<file path="src/design/luhn_pkg.sv">
// Shared types, widths and constants for the Luhn card number check unit.
package luhn_pkg;

   // Field widths.
   localparam int CARD_WIDTH    = 54;
   localparam int COUNT_WIDTH   = 5;
   localparam int VERDICT_WIDTH = 2;
   localparam int DIGIT_WIDTH   = 4;
   localparam int LEAD2_WIDTH   = 7;

   // The divider works on one half of the padded card value at a time.
   localparam int SLICE_WIDTH   = 28;

   // Reciprocal of ten for a 32-bit dividend: multiply, then drop 35 bits.
   localparam logic [63:0] RECIP_TEN   = 64'hCCCC_CCCD;
   localparam int          RECIP_SHIFT = 35;

   // Largest card number that may be accepted as valid.
   localparam logic [CARD_WIDTH-1:0] CARD_MAX = 54'd9999999999999999;

   // Verdict codes.
   localparam logic [VERDICT_WIDTH-1:0] VERDICT_INVALID = 2'd0;
   localparam logic [VERDICT_WIDTH-1:0] VERDICT_BRAND_1 = 2'd1;
   localparam logic [VERDICT_WIDTH-1:0] VERDICT_BRAND_2 = 2'd2;
   localparam logic [VERDICT_WIDTH-1:0] VERDICT_BRAND_3 = 2'd3;

   // Lengths and prefixes used by the classifier.
   localparam logic [COUNT_WIDTH-1:0] LEN_LONG   = 5'd16;
   localparam logic [COUNT_WIDTH-1:0] LEN_SHORT  = 5'd13;
   localparam logic [COUNT_WIDTH-1:0] LEN_MIDDLE = 5'd15;
   localparam logic [DIGIT_WIDTH-1:0] LEAD_FOUR  = 4'd4;
   localparam logic [LEAD2_WIDTH-1:0] PAIR_LOW   = 7'd51;
   localparam logic [LEAD2_WIDTH-1:0] PAIR_HIGH  = 7'd55;
   localparam logic [LEAD2_WIDTH-1:0] PAIR_A     = 7'd34;
   localparam logic [LEAD2_WIDTH-1:0] PAIR_B     = 7'd37;

   typedef logic [CARD_WIDTH-1:0]  card_type;
   typedef logic [DIGIT_WIDTH-1:0] digit_type;
   typedef logic [COUNT_WIDTH-1:0] count_type;

   // Summary of one card number handed to the classifier.
   typedef struct packed {
      logic      in_range;
      logic      sum_ok;
      count_type count;
      digit_type top;
      digit_type next;
   } class_info_type;

endpackage

</file>
<file path="src/design/luhn_classify.sv">
// Verdict from digit count, leading digits, range and Luhn total.
module luhn_classify
   import luhn_pkg::*;
(
   input  class_info_type            info,
   output logic [VERDICT_WIDTH-1:0] verdict
);

   logic [LEAD2_WIDTH-1:0] lead2;

   // Leading pair as a two-digit number.
   assign lead2 = {info.top, 3'b000} + {2'b00, info.top, 1'b0} + {3'b000, info.next};

   always_comb begin
      verdict = VERDICT_INVALID;
      if (info.in_range && info.sum_ok && (info.count != '0)) begin
         if (info.count == LEN_LONG) begin
            if (info.top == LEAD_FOUR) begin
               verdict = VERDICT_BRAND_1;
            end else if ((lead2 >= PAIR_LOW) && (lead2 <= PAIR_HIGH)) begin
               verdict = VERDICT_BRAND_2;
            end
         end else if ((info.count == LEN_SHORT) && (info.top == LEAD_FOUR)) begin
            verdict = VERDICT_BRAND_1;
         end else if ((info.count == LEN_MIDDLE) &&
                      ((lead2 == PAIR_A) || (lead2 == PAIR_B))) begin
            verdict = VERDICT_BRAND_3;
         end
      end
   end

endmodule
</file>
<file path="config.mk">
export PLATFORM = sky130hd
export DESIGN_NAME = luhn_classify
export DESIGN_NICKNAME = d
export VERILOG_FILES = /design/src/design/luhn_pkg.sv /design/src/design/luhn_classify.sv
export SDC_FILE = /design/constraint.sdc
export NUM_CORES = 1
export LEC_CHECK = 0
export ABC_AREA = 1
export BUFFER_PORTS_ARGS = -buffer_cell sky130_fd_sc_hd__buf_2
export CAP_MARGIN = 20
export CORE_AREA = 10 10 47 49
export DETAILED_ROUTE_END_ITERATION = 10
export DIE_AREA = 0 0 57 59
export PLACE_DENSITY_LB_ADDON = 0.2
export RECOVER_POWER = 25
export SLEW_MARGIN = 20
export SYNTH_ARGS = -nofsm -noshare
export SYNTH_HDL_FRONTEND = slang
export SYNTH_SLANG_ARGS = --single-unit
</file>
<file path="constraint.sdc">
create_clock -name vclk -period 3.91
set_clock_uncertainty 0.05 [all_clocks]
set_input_delay 0.782 -clock vclk [all_inputs]
set_output_delay 0.782 -clock vclk [all_outputs]
set_load 0.03 [all_outputs]
</file>
==> impl_metrics.yaml <==
placement:
  gp_congestion: 0.745
  portBuffers: 17
  dp_slack_ns: 0.189
  dp_hpwl_um: 955
detailed_routing:
  drc: 0
  wl_per_cell_um: 9.07
  vias: 489
  drtPass1Iterations: 2
  viasPerCell: 4.49
  routed_wl_um: 989
  ant_nets: 0
  drt_iter0_markers: 1
cts:
  postCtsSetupBuffers: 0
  hold_buffers: 0
  cts_resized: 0
cells_and_area:
  final_util_pct: 38.2
  drive_gt1_share_pct: 24.7
  regArea_um2: 0
  syn_to_final_growth_pct: 24.4
  nFillCells: 175
  final_net_count: 119
  n_sequential_cell: 0
  clkbuf_count: 0
  diodes: 0
  multi_input_area_um2: 367
synthesis:
  syn_avg_cell_area_um2: 5.66
  synth_top_area_share_pct: 20.3
  synth_nets: 100
  synth_area_leaders: "ha_1 (20%), nand2_1 (19%), inv_1 (14%)"
  synthCells: 76
  post-synth-top-count-cell: "nand2_1"
  synthDistinctLibCells: 15
  synth-warning-count: 0
  synth_seq_area_share_pct: 0
  synth_common_cells: "nand2_1 (22), inv_1 (16), nand3_1 (8), nor2_1 (8), ha_1 (7)"
  synth_area_um2: 430
  yosysTopAreaCell: "ha_1"
worst_setup_path:
  required_ns: 3.08
  critPathLaunch: "info[3]"
  crit_path_end_kind: "output port"
  critPathLaunchType: "primary input"
  crit_end: "verdict[1]"
  cp_max_fo: 2
  crit_arrival_ns: 2.89
  path_class: "in -> out"
pwr:
  power.switching_fraction_pct: 58.5
  pwr-share-seq_pct: 0
  power_frac_comb_pct: 100.0
  p_int_mw: 0.0285
  p_switching_mw: 0.0402
  p_leak_nw: 0.325
  ir_worst_vdd_uv: 51.5
  power_density_mw_per_mm2: 128
  power_frac_clock_pct: 0
global_route:
  grt_pass1_vias: 419
  grt_usage_pct: 5.17
  grt_pass1_wl_um: 1590
  grt_start_max_net_pins: 5
  gr-total-overflow: 0
  antenna_found_initial: 0
die:
  die_y_um: 59
  core_mm2: 0.00140
  initial_core_util_pct: 30.7
  fp-row-count: 14
  die_area_mm2: 0.00336
  die_w_um: 57
  ios: 17
sta:
  hold_violations: 0
  slew_violations: 0
  layout_min_cycle_time_ns: 3.73
  setup_viol: 0
  post-route-period-util_pct: 95.3
  setup_tns_ns: 0
  worst_pin_slew_ns: 0.307
  fmax_ghz: 0.268
  fin_ws_ns: 0.183
  max_slew_margin_pct: 79.4
  rsz0062_at_grt: "no"
outcome:
  status: "finished, final reports clean"
flow_run:
  max-cap-violations: 0
hold_path:
  hold_class: "in -> out"
## power by group through the flow
stage               Sequential, mW  Clock [mW]  Combinational, mW
global placement                 0           0             0.0688
detailed placement               0           0             0.0695
floorplan                        0           0             0.0498
global route                     0           0             0.0810
finish                           0           0             0.0686
CTS                              0           0             0.0698
## worst min path at each step
| stage | from | endpoint | slack, ns | cells past startpoint |
|---|---|---|---|---|
| 2_1_floorplan | info[14] | verdict[0] | 1.79 | 4 |
| 3_3_place_gp | info[14] | verdict[0] | 1.98 | 6 |
| 3_5_place_dp | info[14] | verdict[0] | 1.99 | 6 |
| 4_1_cts | info[14] | verdict[0] | 1.99 | 6 |
| 5_1_grt | info[14] | verdict[1] | 2.01 | 6 |
| 6_report | info[14] | verdict[1] | 1.99 | 6 |
## layer usage
| metal | vias up | part of all wire [%] | global-route usage [%] |
|---|---|---|---|
| li1 | 275 | - | - |
| met2 | 7 | 48 | 9.61 |
| met3 | 0 | 4.0 | 0.858 |
| met1 | 207 | 48 | 6.38 |
| met4 | 0 | 0 | 0 |
| met5 | - | 0 | 0 |
## area by class of cell
class	count	share of cell area, %
Tap cell	16	3.74
Timing Repair Buffer	17	15.9
Inverter	17	11.9
Multi-Input combinational cell	59	68.5
## worst max-delay path, cell delays in order
cell and delay [ns]:
buf_2 0.11, fa_1 0.56, inv_1 0.07, fa_1 0.55
inv_1 0.04, nor2_1 0.13, nand3_2 0.10, nor2_4 0.08
nand3_2 0.08, nand2_1 0.06, inv_1 0.04, nor2_1 0.09
buf_2 0.20
## through the flow
stage          hold slack (ns)  cell area (µm²)  instances  total power [mW]
5_1_grt                   2.01              536        109            0.0810
2_1_floorplan             1.79              430         76            0.0498
3_5_place_dp              1.99              536        109            0.0695
4_1_cts                   1.99              536        109            0.0698
3_3_place_gp              1.98              536        109            0.0688
6_report                  1.99              536        109            0.0686
## logic make-up after synthesis
family / synth area share (%)
fa+ha+maj: 29.7
compound gates: 6.97
simple gates: 48.6
buf+inv: 14.8
## cells in the final DEF (no fill, tap or decap)
cell type  count
nand3_2        2
buf_2         16
nor2_4         1
nand4_1        1
fa_1           2
a21oi_1        3
nand3_1        8
nor2_1         8
or2_1          1
ha_1           7
nand2_1       22
nor2_2         1
nand2_2        1
inv_2          1
o211ai_1       2
inv_1         16
clkbuf_2       1
Note: power is estimated with default switching activity, not from simulation.
